`src/rtl/mca_pkg.sv`:
```
// Shared types and codes for the MESI cache-agent controller.
`timescale 1ns / 1ps
`default_nettype none

package mca_pkg;

  // Event codes carried in func.
  typedef enum logic [2:0] {
    FN_LOAD    = 3'd0,
    FN_STORE   = 3'd1,
    FN_REPLACE = 3'd2,
    FN_FWD_GETS = 3'd3,
    FN_FWD_GETM = 3'd4,
    FN_INV     = 3'd5,
    FN_PUT_ACK = 3'd6,
    FN_DATA    = 3'd7
  } mca_func_e;

  // Line states; codes 13 to 15 are not states and are flagged as errors.
  typedef enum logic [3:0] {
    ST_I     = 4'd0,
    ST_S     = 4'd1,
    ST_E     = 4'd2,
    ST_M     = 4'd3,
    ST_IS_D  = 4'd4,
    ST_IM_AD = 4'd5,
    ST_IM_A  = 4'd6,
    ST_SM_AD = 4'd7,
    ST_SM_A  = 4'd8,
    ST_MI_A  = 4'd9,
    ST_EI_A  = 4'd10,
    ST_SI_A  = 4'd11,
    ST_II_A  = 4'd12
  } mca_state_e;

  // Result codes.
  typedef enum logic [2:0] {
    RES_NONE     = 3'd0,
    RES_HIT      = 3'd1,
    RES_MISS     = 3'd2,
    RES_BLOCKED  = 3'd3,
    RES_CONSUMED = 3'd4,
    RES_STALL    = 3'd5,
    RES_COMMIT   = 3'd6
  } mca_result_e;

  // Bit positions in the command mask.
  localparam int unsigned CmdW      = 11;
  localparam int unsigned CmdGetS   = 0;
  localparam int unsigned CmdGetM   = 1;
  localparam int unsigned CmdPutS   = 2;
  localparam int unsigned CmdPutM   = 3;
  localparam int unsigned CmdPutE   = 4;
  localparam int unsigned CmdD2Dir  = 5;
  localparam int unsigned CmdD2Req  = 6;
  localparam int unsigned CmdInvAck = 7;
  localparam int unsigned CmdUpd    = 8;
  localparam int unsigned CmdIncAck = 9;
  localparam int unsigned CmdSetAck = 10;

  // One incoming event with the line's state.
  typedef struct packed {
    logic [2:0] func;
    logic [3:0] line_state;
    logic       inv_is_ack;
    logic       last_inv_ack;
    logic       src_is_directory;
    logic       data_exclusive;
    logic [3:0] ack_count_in;
  } mca_event_t;

  // The decision for one event.
  typedef struct packed {
    logic [CmdW-1:0] commands;
    logic [3:0]      next_state;
    logic [2:0]      result_code;
    logic            error_flag;
    logic [3:0]      ack_expect;
    logic            transaction_done;
    logic            state_is_stable;
  } mca_verdict_t;

endpackage

`default_nettype wire

```
`src/rtl/mca_decode.sv`:
```
// Combinational MESI transition table for one event on one line.
`timescale 1ns / 1ps
`default_nettype none

module mca_decode import mca_pkg::*; (
  input  mca_event_t   ev_i,
  output mca_verdict_t vd_o
);

  logic [3:0] s;
  logic       getm;

  assign s    = ev_i.line_state;
  assign getm = (ev_i.func == FN_FWD_GETM);

  // Decode the event against the current state.
  always_comb begin
    vd_o                  = '0;
    vd_o.next_state       = s;
    vd_o.result_code      = RES_NONE;
    vd_o.state_is_stable  = (s <= ST_M);

    if (s > ST_II_A) begin
      vd_o.error_flag = 1'b1;
    end else begin
      case (ev_i.func)
        FN_LOAD: begin
          if (s == ST_I) begin
            vd_o.commands[CmdGetS] = 1'b1;
            vd_o.commands[CmdUpd]  = 1'b1;
            vd_o.next_state        = ST_IS_D;
            vd_o.result_code       = RES_MISS;
          end else if (s == ST_S || s == ST_E || s == ST_M || s == ST_SM_AD ||
                       s == ST_SM_A) begin
            vd_o.result_code = RES_HIT;
          end else begin
            vd_o.result_code = RES_BLOCKED;
          end
        end
        FN_STORE: begin
          if (s == ST_I) begin
            vd_o.commands[CmdGetM] = 1'b1;
            vd_o.commands[CmdUpd]  = 1'b1;
            vd_o.next_state        = ST_IM_AD;
            vd_o.result_code       = RES_MISS;
          end else if (s == ST_S) begin
            // Upgrade from shared reports no result code.
            vd_o.commands[CmdGetM] = 1'b1;
            vd_o.commands[CmdUpd]  = 1'b1;
            vd_o.next_state        = ST_SM_AD;
          end else if (s == ST_E) begin
            vd_o.commands[CmdUpd] = 1'b1;
            vd_o.next_state       = ST_M;
            vd_o.result_code      = RES_HIT;
          end else if (s == ST_M) begin
            vd_o.result_code = RES_HIT;
          end else begin
            vd_o.result_code = RES_MISS;
          end
        end
        FN_REPLACE: begin
          if (s == ST_S) begin
            vd_o.commands[CmdPutS] = 1'b1;
            vd_o.commands[CmdUpd]  = 1'b1;
            vd_o.next_state        = ST_SI_A;
            vd_o.result_code       = RES_CONSUMED;
          end else if (s == ST_M) begin
            vd_o.commands[CmdPutM]  = 1'b1;
            vd_o.commands[CmdD2Dir] = 1'b1;
            vd_o.commands[CmdUpd]   = 1'b1;
            vd_o.next_state         = ST_MI_A;
            vd_o.result_code        = RES_CONSUMED;
          end else if (s == ST_E) begin
            vd_o.commands[CmdPutE] = 1'b1;
            vd_o.commands[CmdUpd]  = 1'b1;
            vd_o.next_state        = ST_EI_A;
            vd_o.result_code       = RES_CONSUMED;
          end else if (s >= ST_IS_D) begin
            vd_o.result_code = RES_BLOCKED;
          end else begin
            vd_o.error_flag = 1'b1;
          end
        end
        FN_FWD_GETS, FN_FWD_GETM: begin
          if (s == ST_IM_AD || s == ST_IM_A || s == ST_SM_AD || s == ST_SM_A) begin
            vd_o.result_code = RES_STALL;
          end else if (s == ST_M || s == ST_E) begin
            vd_o.commands[CmdD2Req] = 1'b1;
            vd_o.commands[CmdD2Dir] = !getm;
            vd_o.commands[CmdUpd]   = 1'b1;
            vd_o.next_state         = getm ? ST_I : ST_S;
            vd_o.result_code        = RES_COMMIT;
          end else if (s == ST_MI_A || s == ST_EI_A) begin
            vd_o.commands[CmdD2Req] = 1'b1;
            vd_o.commands[CmdD2Dir] = !getm;
            vd_o.commands[CmdUpd]   = 1'b1;
            vd_o.next_state         = getm ? ST_II_A : ST_SI_A;
            vd_o.result_code        = RES_COMMIT;
          end else begin
            vd_o.error_flag = 1'b1;
          end
        end
        FN_INV: begin
          if (ev_i.inv_is_ack) begin
            // Every ack counts; the last one completes the upgrade.
            vd_o.commands[CmdIncAck] = 1'b1;
            if (ev_i.last_inv_ack) begin
              if (s == ST_IM_A || s == ST_SM_A) begin
                vd_o.commands[CmdUpd] = 1'b1;
                vd_o.next_state       = ST_M;
                vd_o.result_code      = RES_COMMIT;
              end else begin
                vd_o.error_flag = 1'b1;
              end
            end
          end else if (s == ST_IS_D) begin
            vd_o.result_code = RES_STALL;
          end else if (s == ST_S || s == ST_SM_AD || s == ST_SI_A) begin
            vd_o.commands[CmdInvAck] = 1'b1;
            vd_o.commands[CmdUpd]    = 1'b1;
            vd_o.result_code         = RES_COMMIT;
            if (s == ST_S) begin
              vd_o.next_state = ST_I;
            end else if (s == ST_SM_AD) begin
              vd_o.next_state = ST_IM_AD;
            end else begin
              vd_o.next_state = ST_II_A;
            end
          end else begin
            vd_o.error_flag = 1'b1;
          end
        end
        FN_PUT_ACK: begin
          if (s == ST_MI_A || s == ST_EI_A || s == ST_SI_A || s == ST_II_A) begin
            vd_o.commands[CmdUpd] = 1'b1;
            vd_o.next_state       = ST_I;
            vd_o.result_code      = RES_COMMIT;
          end else begin
            vd_o.error_flag = 1'b1;
          end
        end
        default: begin
          // Data message.
          if (ev_i.src_is_directory && ev_i.data_exclusive) begin
            if (s == ST_IS_D) begin
              vd_o.commands[CmdUpd]  = 1'b1;
              vd_o.next_state        = ST_E;
              vd_o.result_code       = RES_COMMIT;
              vd_o.transaction_done  = 1'b1;
            end else begin
              vd_o.error_flag = 1'b1;
            end
          end else if (!ev_i.src_is_directory || ev_i.ack_count_in == 4'd0) begin
            if (s == ST_IS_D) begin
              vd_o.commands[CmdUpd]  = 1'b1;
              vd_o.next_state        = ST_S;
              vd_o.result_code       = RES_COMMIT;
              vd_o.transaction_done  = 1'b1;
            end else if (s == ST_IM_AD || s == ST_SM_AD) begin
              vd_o.commands[CmdUpd]  = 1'b1;
              vd_o.next_state        = ST_M;
              vd_o.result_code       = RES_COMMIT;
              vd_o.transaction_done  = 1'b1;
            end else begin
              vd_o.error_flag = 1'b1;
            end
          end else begin
            // Counted directory data: the ack count is reported even on error.
            vd_o.commands[CmdSetAck] = 1'b1;
            vd_o.ack_expect          = ev_i.ack_count_in;
            if (s == ST_IM_AD) begin
              vd_o.commands[CmdUpd] = 1'b1;
              vd_o.next_state       = ST_IM_A;
              vd_o.result_code      = RES_COMMIT;
            end else if (s == ST_SM_AD) begin
              vd_o.commands[CmdUpd] = 1'b1;
              vd_o.next_state       = ST_SM_A;
              vd_o.result_code      = RES_COMMIT;
            end else begin
              vd_o.error_flag = 1'b1;
            end
          end
        end
      endcase
    end
  end

endmodule

`default_nettype wire

```
`src/rtl/mesi_cache_agent_controller.sv`:
```
// Top level of the MESI cache-agent controller: input register, decode, result register.
`timescale 1ns / 1ps
`default_nettype none

// MESI cache-agent controller. Each transaction presents one event (core load,
// store or replacement, or a coherence message) with the line's current state,
// and yields exactly one result: command mask, next state, result code, error
// flag, expected ack count and done flag, plus a stable-state indication. The
// block is a two-register pipeline around a single-pass transition table. An
// accepted transaction is held in the input register, decoded by the table and
// captured in the result register once the output advances. A new transaction
// is accepted every cycle while the output is not stalled. Both channels use
// valid and stall. The input stalls only when both pipeline registers hold a
// transaction and the output is stalled.

module mesi_cache_agent_controller import mca_pkg::*; (
  input  wire logic            clk_i,
  input  wire logic            rst_ni,
  input  wire logic            in_valid_i,
  output logic                 in_stall_o,
  input  wire logic [2:0]      func_i,
  input  wire logic [3:0]      line_state_i,
  input  wire logic            inv_is_ack_i,
  input  wire logic            last_inv_ack_i,
  input  wire logic            src_is_directory_i,
  input  wire logic            data_exclusive_i,
  input  wire logic [3:0]      ack_count_in_i,
  output logic                 out_valid_o,
  input  wire logic            out_stall_i,
  output logic [CmdW-1:0]      commands_o,
  output logic [3:0]           next_state_o,
  output logic [2:0]           result_code_o,
  output logic                 error_flag_o,
  output logic [3:0]           ack_expect_o,
  output logic                 transaction_done_o,
  output logic                 state_is_stable_o
);

  logic         in_valid_q, in_valid_d;
  mca_event_t   ev_q, ev_d;
  logic         out_valid_q, out_valid_d;
  mca_verdict_t vd_q, vd_d, vd_comb;
  logic         out_adv;
  logic         in_take;

  // Pipeline flow control.
  assign out_adv    = !out_valid_q || !out_stall_i;
  assign in_stall_o = in_valid_q && !out_adv;
  assign in_take    = in_valid_i && !in_stall_o;

  // Transition table.
  mca_decode u_decode (
    .ev_i (ev_q),
    .vd_o (vd_comb)
  );

  // Next values of both pipeline registers.
  always_comb begin
    in_valid_d  = in_stall_o ? in_valid_q : in_valid_i;
    ev_d        = ev_q;
    if (in_take) begin
      ev_d.func             = func_i;
      ev_d.line_state       = line_state_i;
      ev_d.inv_is_ack       = inv_is_ack_i;
      ev_d.last_inv_ack     = last_inv_ack_i;
      ev_d.src_is_directory = src_is_directory_i;
      ev_d.data_exclusive   = data_exclusive_i;
      ev_d.ack_count_in     = ack_count_in_i;
    end
    out_valid_d = out_adv ? in_valid_q : out_valid_q;
    vd_d        = (out_adv && in_valid_q) ? vd_comb : vd_q;
  end

  // Valid bits take reset.
  always_ff @(posedge clk_i or negedge rst_ni) begin
    if (!rst_ni) begin
      in_valid_q  <= 1'b0;
      out_valid_q <= 1'b0;
    end else begin
      in_valid_q  <= in_valid_d;
      out_valid_q <= out_valid_d;
    end
  end

  // Payload registers.
  always_ff @(posedge clk_i) begin
    ev_q <= ev_d;
    vd_q <= vd_d;
  end

  // Output ports.
  assign out_valid_o        = out_valid_q;
  assign commands_o         = vd_q.commands;
  assign next_state_o       = vd_q.next_state;
  assign result_code_o      = vd_q.result_code;
  assign error_flag_o       = vd_q.error_flag;
  assign ack_expect_o       = vd_q.ack_expect;
  assign transaction_done_o = vd_q.transaction_done;
  assign state_is_stable_o  = vd_q.state_is_stable;

  // An illegal event never carries a result code.
  assert property (@(posedge clk_i) disable iff (!rst_ni)
    out_valid_q && vd_q.error_flag |-> vd_q.result_code == RES_NONE)
    else $error("error result carries a result code");

  // A completed transaction always commits a state update.
  assert property (@(posedge clk_i) disable iff (!rst_ni)
    out_valid_q && vd_q.transaction_done |->
      vd_q.commands[CmdUpd] && vd_q.result_code == RES_COMMIT)
    else $error("transaction done without a committed update");

  // A nonzero ack count is only reported with SetAckExpect.
  assert property (@(posedge clk_i) disable iff (!rst_ni)
    out_valid_q && vd_q.ack_expect != 4'd0 |-> vd_q.commands[CmdSetAck])
    else $error("ack count without SetAckExpect");

  // A held input transaction is not dropped while the output is stalled.
  assert property (@(posedge clk_i) disable iff (!rst_ni)
    in_valid_q && !out_adv |=> in_valid_q && $stable(ev_q))
    else $error("input register lost a stalled transaction");

endmodule

`default_nettype wire
```
`config.mk`:
```
export PLATFORM = sky130hd
export DESIGN_NAME = mesi_cache_agent_controller
export DESIGN_NICKNAME = d
export VERILOG_FILES = /design/src/rtl/mca_pkg.sv /design/src/rtl/mca_decode.sv /design/src/rtl/mesi_cache_agent_controller.sv
export SDC_FILE = /design/constraint.sdc
export NUM_CORES = 1
export LEC_CHECK = 0
export BUFFER_PORTS_ARGS = -buffer_cell sky130_fd_sc_hd__buf_2
export CAP_MARGIN = 20
export CORE_MARGIN = 5
export CORE_UTILIZATION = 56
export DETAILED_ROUTE_END_ITERATION = 10
export GPL_TIMING_DRIVEN = 0
export PLACE_DENSITY = 0.8
export SETUP_SLACK_MARGIN = 0.05
export SLEW_MARGIN = 20
export SYNTH_ARGS = -nofsm -noshare
export SYNTH_HDL_FRONTEND = slang
export SYNTH_SLANG_ARGS = --single-unit
```
`constraint.sdc`:
```
create_clock -name clk_i -period 3.1 [get_ports clk_i]
set_clock_uncertainty 0.2 [all_clocks]
set_input_delay 0.93 -clock clk_i [delete_from_list [all_inputs] [get_ports clk_i]]
set_output_delay 0.93 -clock clk_i [all_outputs]
set_load 0.02 [all_outputs]
```
After elaboration in Yosys (flattened, before gate mapping)
Cells that the tools add are included.
W data, S select, Z words.
- mux-type cells: 91
- bitwise logic cells: 5
- equality and inequality tests: 18
- reductions and logical operators: 43
- $lt $le $gt $ge: 3
- operators with widths (kind ; count):
    $mux W7 ; 14
    $mux W1 ; 45
    $pmux W7 S6 ; 1
    $mux W8 ; 4
    $mux W4 ; 7
    $mux W3 ; 7
    $eq A4 B4 Y1 const B ; 5
    $mux W2 ; 9
    $logic_or A1 B1 Y1 ; 17
    $eq A4 B3 Y1 const B ; 4
    $reduce_or A2 Y1 ; 6
    $reduce_or A10 Y1 ; 1
    $eq A3 B3 Y1 const B ; 3
    $reduce_or A9 Y1 ; 1
    $eq A4 B2 Y1 const B ; 2
    $logic_not A4 Y1 ; 2
    $reduce_or A4 Y1 ; 2
    $reduce_or A8 Y1 ; 1
    $eq A3 B2 Y1 const B ; 2
    $logic_not A1 Y1 ; 6
    $pmux W1 S6 ; 1
    $reduce_or A3 Y1 ; 2
    $mux W5 ; 1
    $not A1 Y1 ; 5
    9 further kinds ; 12
- flip-flop bits (word level): 42

Longest topological paths before layout
Gate-level depths: netlist (run 1).
- depth after elaboration: 9
- mapped depth: 7
- gate-level depth less buffers: 5

Modules after synthesis
From an unflattened synthesis (run 1), not the netlist that was laid out.
- cell total of the unflattened synthesis: 261
- area total of the unflattened synthesis: 2553.7 sq um
- modules (own cells, without submodules) (module ; cells each ; area an instance (sq um) ; times used ; sequential area each (sq um)):
    mesi_cache_agent_controller ; 48 ; 1293.7 ; 1 ; 1251.2
    mca_decode ; 213 ; 1260.0 ; 1 ; 0.0

Worst setup path before layout (run 1)
Ideal clock, no wire load.
- kind: input -> register
- from: input out_stall_i
- to: register vd_q, in the netlist ack_expect_o[0], enable pin
- stages on the path: 1
- required time: 2.455 ns
- data arrival time: 2.806 ns
- setup time: 0.445 ns
- slack: -0.351 ns
- path buffers: 0
- cell sequence: a21boi_0
- word-level cells in the longest chain between the ends: 3
- RTL lines (item ; RTL line ; source):
    start: declaration ; mesi_cache_agent_controller.sv:29 ; input wire logic out_stall_i,
    $logic_not A1 Y1 ; mesi_cache_agent_controller.sv:47 ; assign out_adv = !out_valid_q || !out_stall_i;
    $logic_or A1 B1 Y1 ; mesi_cache_agent_controller.sv:47 ;
    $logic_and A1 B1 Y1 ; mesi_cache_agent_controller.sv:71 ; vd_d = (out_adv && in_valid_q) ? vd_comb : vd_q;
    end signal: assignment ; mesi_cache_agent_controller.sv:88 ; vd_q <= vd_d;
    end: declaration ; mesi_cache_agent_controller.sv:42 ; mca_verdict_t vd_q, vd_d, vd_comb;
Every way passes these cells.
A chain may end at the register's enable or synchronous reset.

Worst setup path in the final report (run 1)
- from: input out_stall_i
- to: output in_stall_o
- word-level cells in the longest chain between the ends: 4
- RTL lines (item ; RTL line ; source):
    $logic_not A1 Y1 ; mesi_cache_agent_controller.sv:47 ;
    $logic_or A1 B1 Y1 ; mesi_cache_agent_controller.sv:47 ;
    $logic_not A1 Y1 ; mesi_cache_agent_controller.sv:48 ; assign in_stall_o = in_valid_q && !out_adv;
    $logic_and A1 B1 Y1 ; mesi_cache_agent_controller.sv:48 ;
    end: declaration ; mesi_cache_agent_controller.sv:20 ; output logic in_stall_o,
Every way passes these cells.

==> metrics.md, run 1 <==
| Metric | Value |
|---|---|
| Status | finished, final reports clean |
| Root buf cell | clkbuf_8 |
| Gr usage total | approximately a quarter |
| Setup tns final | 0 ns |
| HPWL Detailed | 5570 um |
| Initial antenna violation count | 0 |
| Kind of critical path | in -> out |
| Antenna-violating nets left | 0 |
| Slew margin rel. | 44.0% |
| Unrepaired setup endpoints after global routing | false |
| Distinct cell type count after synthesis | 64 |
| Die height | 78.3 um |
| CP dominant cell by count | buf_2 |
| Cells after synthesis | 259 |
| Area occupied by registers | ~1300 sq um |
| IO Pins | between 40 and 50 |
| Layout Nets | 330 |
| Slew at the pin closest to its max-slew limit | roughly 0.84 ns |
| Total grt overflow | 0 |
| Synthesis warning total | 0 |
| Antenna Cells | 0 |
| Post-place setup slack | 0.560 ns |
| Largest net degree at the start of global routing | 26 |
| Clk sinks | 42 |
| EDFF count, synth | 40 |
| Reg-to-reg critical path endpoint | commands_o[8] |
| Clk_lat worst skew | around 0.3 ns |
| Critical path's slowest cell | buf_2 |
| Final Setup Violations | 0 |
| R2R Path Start | ev_q[11] |
| # fillers | approximately 370 |
| Min Tclk post-route | 2.54 ns |
| DR pass1 iterations | 5 |
| DR iter-0 viols | 414 |
| Worst Path Max Fanout | 3 |
| Routed length per placed instance | 20.8 um |
| P&R area growth vs syn | 14.9% |
| Die footprint | 6130 sq um |
| Startpoint Class | primary input |
| FF-to-FF path depth | 6 |
| Most used DFF post-synth | edfxtp_1 |
| Vias in the first global route | about 2300 |
| Most frequent cells in the layout | buf_2 (53), edfxtp_1 (40), nand2_1 (21) |
| CP cell instances | buf_2 -> nand3_1 -> inv_1 -> buf_2 |
| Vias per std cell | roughly 6.7 |
| Worst min-delay path class | in -> async |
| Reg clk slew, reported paths | about 0.080 ns |
| F_max | 393 MHz |
| Crit end category | output port |
| Endpoints failing hold | 0 |
| PortBufs | 45 |
| Number of CTS-inserted buffers | 5 |
| Leak | around 1.2 nW |
| Core footprint | ~4400 sq um |
| Cts repair resizes | 0 |
| Syn Nets | ~280 |
| Starting Density | about three fifths |
| Most common cell after layout, fill and taps aside | buf_2 |
| Slew Limit Fails | 0 |
| Setup Buffers After CTS | 0 |
| Final worst path period share | between 80% and 90% |
| Max_cap viols | 0 |
| Setup WS post-layout | roughly 0.56 ns |
| Layout cells sized above 1 | between 20 and 30% |
| Synth Area per Inst | roughly 10 sq um |
| Global-route wire length before repair | roughly 12000 um |
| Cell Pwr Density | 452 nW/um^2 |
| Post-CTS Hold Buffers | 0 |
| Htree depth | 2 |
| Via count | around 2400 |
| WP data required | just under 2 ns |
| Post-synthesis sequential area ratio | 47.9% |
| Synth async-reset ratio | under 10% |
| Area of the multi-input gates | 1210 sq um |
| Final Util | between 60% and 70% |
| Die width | approximately 78 um |
| GP Congestion | between 1 and 1.5 |
| Final wirelength | about 7600 um |
| Row count | 24 |
| Synthesized area | 2610 sq um |
| Residual DRC count | 0 |
| Peak VDD IR | roughly 0.00035 V |
| Clk buf depth | 2 |
| Max incr delay on CP | about 0.15 ns |
| Arrival time at the worst endpoint | 1.41 ns |
| Flops & latches, synth | 42 |
| R2r setup slk | 0.82 ns |
| CTS tree | done |
## Yosys cell counts (4+ instances only)
master | number | area share [%]
edfxtp_1 | 40 | 46
o21ai_0 | 11 | 2.1
nand3b_1 | 4 | 1.2
buf_2 | 8 | 1.5
o22ai_1 | 4 | 0.96
buf_4 | 10 | 2.9
clkbuf_1 | 4 | 0.58
and3_1 | 6 | 1.4
nor2_1 | 9 | 1.3
nand2_1 | 21 | 3.0
a21oi_1 | 15 | 2.9
nand2b_1 | 7 | 1.7
nor2b_1 | 6 | 1.4
o21a_1 | 6 | 1.7
nand3_1 | 5 | 0.96
inv_1 | 6 | 0.86
a31oi_1 | 7 | 1.7
nor3_1 | 14 | 2.7
and2_1 | 11 | 2.6
## flip-flops by register name, indices dropped and copies added, names as in the netlist
signal and flops:
in_valid_q 1, error_flag_o 1, transaction_done_o 1, commands_o 11, next_state_o 4, ack_expect_o 4, result_code_o 3, ev_q 15
out_valid_o 1, state_is_stable_o 1
## worst max-delay path: cells and delay by family
family | cells | cell delay, ns
buf+inv | 3 | 0.35
simple gates | 1 | 0.13
## power breakdown
part | switching, mW | internal (mW)
Sequential | 0.0175 | 0.672
Combinational | 0.208 | 0.109
Clock | 0.188 | 0.159
## routing by layer
metal  up-vias  global-route usage, %  share of wire, %
li1       1097                      -                 -
met4         0                   12.2               3.6
met5         -                      0                 0
met2       195                   39.6                46
met3        36                   6.29                11
met1      1115                   35.3                39
## per-stage QoR
step	power (mW)	std cells	hold slack (ns)	area (sq um)
after floorplan	0.912	259	0.244	2610
after global placement	1.01	356	0.255	2900
after detailed placement	1.01	356	0.292	2910
after CTS	1.35	364	0.199	3000
after global routing	1.42	364	0.185	3000
final	1.35	364	0.201	3000
## cells by family after synthesis
family                    synth area share (%)
and+or+nand+nor                           23.0
buffers and inverters                     6.28
AOI/OAI and AO/OA                         21.8
xor gates and xnor gates                  1.01
DFF                                       47.9
## worst max path at each step
stage                           start         endpoint  slack, ns  cells past startpoint
final                     out_stall_i       in_stall_o       0.56                      4
after global routing      out_stall_i       in_stall_o       0.53                      4
after CTS                 out_stall_i       in_stall_o       0.56                      4
after detailed placement  out_stall_i       in_stall_o       0.56                      4
after global placement    out_stall_i    commands_o[9]      -0.20                      2
after floorplan           out_stall_i  ack_expect_o[0]       0.32                      1
## area by class of cell
cell class	instances	share of cell area, %
plain buffers	23	4.72
clock inverters	2	0.459
repair buffers	45	7.51
multi-input cells	188	40.2
well taps	52	2.17
flip-flops and latches	42	41.7
inverters	6	0.751
clock buffers	6	2.42
Note: power is estimated with default switching activity, not from simulation.
==> inputs of run 2 (changes only) <==
clock period = 2.5 ns   (was 3.1 ns; I/O delays follow)
==> run 2 against run 1 <==
Routed wire length shrank 2.9%. Via count shrank 0.61%. Largest cell class unchanged. Worst hold slack lost 0.19 ns. Die area is the same. Clock power grew 26%.
==> metrics.md, run 2 (synthesized netlist as in run 1, its figures left out) <==
| Metric | Value |
|---|---|
| Final worst path period share | about 93% |
| Setup WS post-layout | 0.178 ns |
| Antenna-violating nets left | 0 |
| Max_cap viols | 0 |
| Via count | 2428 |
| FF-to-FF path depth | 6 |
| Vias in the first global route | 2299 |
| Die width | roughly 78 um |
| Kind of critical path | reg -> reg |
| Root buf cell | clkbuf_8 |
| Number of CTS-inserted buffers | 5 |
| PortBufs | 45 |
| Initial antenna violation count | 0 |
| Vias per std cell | around 6.7 |
| Hold_ws | roughly 0.016 ns |
| Area occupied by registers | approximately 1300 sq um |
| Reg clk slew, reported paths | ~0.08 ns |
| Antenna Cells | 0 |
| Residual DRC count | 0 |
| Layout cells sized above 1 | approximately 27% |
| Most flops, register | ev_q |
| Gr usage total | between 20% and 30% |
| Die footprint | between 6000 and 7000 sq um |
| WP data required | approximately 2.4 ns |
| Htree depth | 2 |
| Setup Buffers After CTS | 0 |
| Critical path's slowest cell | nor2b_1 |
| DR iter-0 viols | between 300 and 400 |
| Post-CTS Hold Buffers | 0 |
| Arrival time at the worst endpoint | roughly 2.2 ns |
| CTS tree | done |
| Worst Path Max Fanout | 10 |
| Area of the multi-input gates | approximately 1200 sq um |
| HPWL Detailed | about 5400 um |
| F_max | between 400 and 500 MHz |
| Peak VDD IR | ~0.00033 V |
| Max FFs per register | 15 |
| Final wirelength | 7370 um |
| Clk buf depth | 2 |
| Most common cell after layout, fill and taps aside | buf_2 |
| Slew at the pin closest to its max-slew limit | ~0.87 ns |
| Cts repair resizes | 0 |
| Startpoint Class | flop |
| IO Pins | 46 |
| Crit path buffers/inverters | 1 |
| Final instance area | ~3000 sq um |
| Final Util | 67.5% |
| Post-place setup slack | between 0.2 and 0.3 ns |
| Slew Limit Fails | 0 |
| Layout Nets | 330 |
| Status | finished, final reports clean |
| Design Power | between 1.5 and 2 mW |
| DR pass1 iterations | 6 |
| Top delay family on crit path | simple AND/OR/NAND/NOR gates |
| Crit end category | flop |
| # fillers | 386 |
| Starting Density | between 50% and 60% |
| Placed Area | 2910 sq um |
| Row count | 24 |
| Unrepaired setup endpoints after global routing | false |
| Slew margin rel. | 42.1% |
| Leak | around 1.2 nW |
| CP cell instances | buf_4 -> nor2b_1 -> nand2_1 -> nor3_1 -> a21oi_1 -> o311ai_1 |
| Clk_lat worst skew | 0.30 ns |
| Most frequent cells in the layout | buf_2 (53), edfxtp_1 (40), nand2_1 (21) |
| Setup tns final | 0 ns |
| Core footprint | approximately 4400 sq um |
| Endpoints failing hold | 0 |
| Largest net degree at the start of global routing | 26 |
| Placed insts | 356 |
| Die height | 78.3 um |
| CP Depth | 6 |
| Max incr delay on CP | 0.46 ns |
| GP Congestion | 1.01 |
| P&R area growth vs syn | 14.9% |
| Min Tclk post-route | ~2.3 ns |
| Final std cells w/o fill | approximately 360 |
| Final Setup Violations | 0 |
| Clk sinks | 42 |
| Routed length per placed instance | ~20 um |
| Worst min-delay path class | in -> async |
| Cell Pwr Density | about 560 nW/um^2 |
| Total grt overflow | 0 |
| Global-route wire length before repair | roughly 12000 um |
-- run 2: cell counts in the layout (fill, tap and decap cells not counted) --
Identical to the previous run, type by type.
-- run 2: path summary, 6_finish.rpt --
path                             from       endpoint  slack [ns]
min in group clk_i         in_valid_q    out_valid_o        0.31
setup / recovery             ev_q[10]  commands_o[8]        0.18
max in group asynchronous      rst_ni    out_valid_o        1.99
hold / removal                 rst_ni     in_valid_q        0.02
setup reg to reg             ev_q[10]  commands_o[8]        0.18
hold reg to reg            in_valid_q    out_valid_o        0.31
-- run 2: cell type report --
type / instances / share of cell area [%]
clock inverter: 2 / 0.459
inverter: 6 / 0.751
buffer: 23 / 4.72
sequential: 42 / 41.7
multi-input combinational: 188 / 40.2
tap: 52 / 2.17
timing repair buffer: 45 / 7.51
clock buffer: 6 / 2.42
-- run 2: power by group --
part | switching [mW] | total [mW] | internal, mW
Sequential | 0.0205 | 0.854 | 0.834
Combinational | 0.257 | 0.392 | 0.135
Clock | 0.239 | 0.436 | 0.197
Total | 0.516 | 1.68 | 1.17
-- run 2: layer usage --
layer / up-vias / routed length [um] / part of all wire (%) / global-route usage [%]
met5: - / 0 / 0 / 0
met4: 0 / 338 / 4.6 / 13.3
met3: 36 / 855 / 12 / 5.03
met2: 186 / 3210 / 44 / 39.0
met1: 1108 / 2970 / 40 / 34.9
li1: 1098 / - / - / -
-- run 2: worst register-to-register path, delay by kind of cell, from the launching register on --
kind / cells / cell delay [ns]
flops: 1 / 0.40
buf+inv: 1 / 0.20
simple gates: 3 / 1.00
compound gates: 2 / 0.30
==> inputs of run 3 (changes only) <==
PLACE_DENSITY = 0.83   (was 0.8)
==> run 3 against run 2 <==
Sequential share of layout area down 0.40 points. Die area unchanged. Design area is 0.96% higher. Worst hold slack better by 0.00095 ns. Count of clock-buffer cells in the layout is the same. Via count grew 0.16%. Largest cell class unchanged.
==> metrics.md, run 3 (synthesized netlist as in run 1, its figures left out) <==
| Metric | Value |
|---|---|
| Status | finished, final reports clean |
| Gr usage total | a little over a quarter |
| Slew at the pin closest to its max-slew limit | 0.817 ns |
| Routed length per placed instance | between 20 and 25 um |
| Crit path buffers/inverters | 1 |
| Max incr delay on CP | roughly 0.5 ns |
| Final Setup Violations | 0 |
| Initial antenna violation count | 0 |
| Die footprint | roughly 6000 sq um |
| Number of CTS-inserted buffers | 5 |
| Total grt overflow | 0 |
| WP data required | roughly 2.3 ns |
| Startpoint Class | flop |
| Cell Pwr Density | about 590 nW/um^2 |
| Largest net degree at the start of global routing | 26 |
| CTS tree | done |
| # fillers | between 300 and 400 |
| Slew margin rel. | a little under half |
| PortBufs | 45 |
| Clk sinks | 42 |
| Final Util | around two thirds |
| F_max | around 430 MHz |
| Post-place setup slack | between 0.2 and 0.3 ns |
| Die height | 78.3 um |
| Layout Nets | between 300 and 400 |
| Via count | 2432 |
| GP Congestion | around 1.0 |
| Antenna Cells | 0 |
| Final worst path period share | between 90 and 100% |
| Reg clk slew, reported paths | ~0.09 ns |
| Max_cap viols | 0 |
| Min Tclk post-route | 2.32 ns |
| Vias in the first global route | roughly 2300 |
| Leak | about 1.2 nW |
| Worst min-delay path class | in -> async |
| Clk_lat worst skew | approximately 0.30 ns |
| Die width | between 70 and 80 um |
| Most flops, register | ev_q |
| DR iter-0 viols | 346 |
| Starting Density | 58.7% |
| Most common cell after layout, fill and taps aside | buf_2 |
| Row count | 24 |
| Endpoints failing hold | 0 |
| FF-to-FF path depth | 5 |
| Worst Path Max Fanout | 10 |
| Clk buf depth | 2 |
| Vias per std cell | around 6.7 |
| Layout cells sized above 1 | approximately 27% |
| HPWL Detailed | roughly 5600 um |
| Residual DRC count | 0 |
| Kind of critical path | reg -> reg |
| Setup WS post-layout | approximately 0.18 ns |
| Unrepaired setup endpoints after global routing | false |
| Slew Limit Fails | 0 |
| Top delay family on crit path | simple AND/OR/NAND/NOR gates |
| Global-route wire length before repair | between 10000 and 15000 um |
| Final wirelength | 7880 um |
| Htree depth | 2 |
| IO Pins | between 40 and 50 |
| Critical path's slowest cell | nor3_1 |
| Setup Buffers After CTS | 0 |
| P&R area growth vs syn | 16.0% |
| Max FFs per register | 15 |
| Crit end category | flop |
| Design Power | about 1.8 mW |
| Core footprint | 4440 sq um |
| CP cell instances | buf_4 -> o21a_1 -> nor3_1 -> nand3_1 -> a311o_1 |
| Arrival time at the worst endpoint | 2.16 ns |
| R2r setup slk | around 0.18 ns |
| Antenna-violating nets left | 0 |
| Peak VDD IR | 0.000354 V |
| CP Depth | 5 |
| DR pass1 iterations | 5 |
| Most frequent cells in the layout | buf_2 (53), edfxtp_1 (40), nand2_1 (21) |
| Setup tns final | 0 ns |
| Root buf cell | clkbuf_8 |
==> run 3: changes by cell type in the layout (fill, tap and decap cells not counted) <==
cell and change:
bufinv_16 +1, clkinv_2 -1, clkinv_4 -1, clkinvlp_4 +1, nor3_1 -1, nor3_2 +1
==> run 3: per-stage QoR <==
stage / cells / cell area (sq um) / hold slack, ns
after global routing: 364 / 3030 / 0.00241
after floorplan: 259 / 2610 / 0.243
after global placement: 356 / 2900 / 0.254
after CTS: 364 / 3020 / 0.0161
final: 364 / 3030 / 0.0165
after detailed placement: 356 / 2910 / 0.290
==> run 3: path summary, 6_finish.rpt <==
check	to	startpoint
worst max register to register	next_state_o[2]	ev_q[8]
min in group clk_i	out_valid_o	in_valid_q
worst min-delay path	in_valid_q	rst_ni
worst min register to register	out_valid_o	in_valid_q
worst max-delay path	next_state_o[2]	ev_q[8]
max in group asynchronous	out_valid_o	rst_ni
==> run 3: cell type report <==
type                    count  area [sq um]  area share (%)
clock inverters             2          37.5            1.24
well taps                  52          65.1            2.15
repair buffers             45           225            7.44
inverters                   6          22.5           0.744
multi-input cells         188          1210            40.0
flip-flops and latches     42          1250            41.3
clock buffers               6          72.6            2.40
plain buffers              23           141            4.67
==> run 3: report_power, final <==
| part | internal (mW) | switching (mW) |
|---|---|---|
| logic | 0.135 | 0.262 |
| clock network | 0.298 | 0.246 |
| registers | 0.834 | 0.0206 |
| total | 1.27 | 0.529 |
==> run 3: layer usage <==
layer,GRT usage [%],vias up,wire [um]
met5,0,-,0
met4,8.39,0,189
met3,4.69,27,769
met2,43.6,160,3680
met1,35.9,1149,3240
li1,-,1096,-
==> run 3: timing repair <==
action	in CTS	in global routing
resized for setup	0	1
hold endpoints to repair	0	0
endpoints found under the setup margin	0	1
hold buffers	0	0
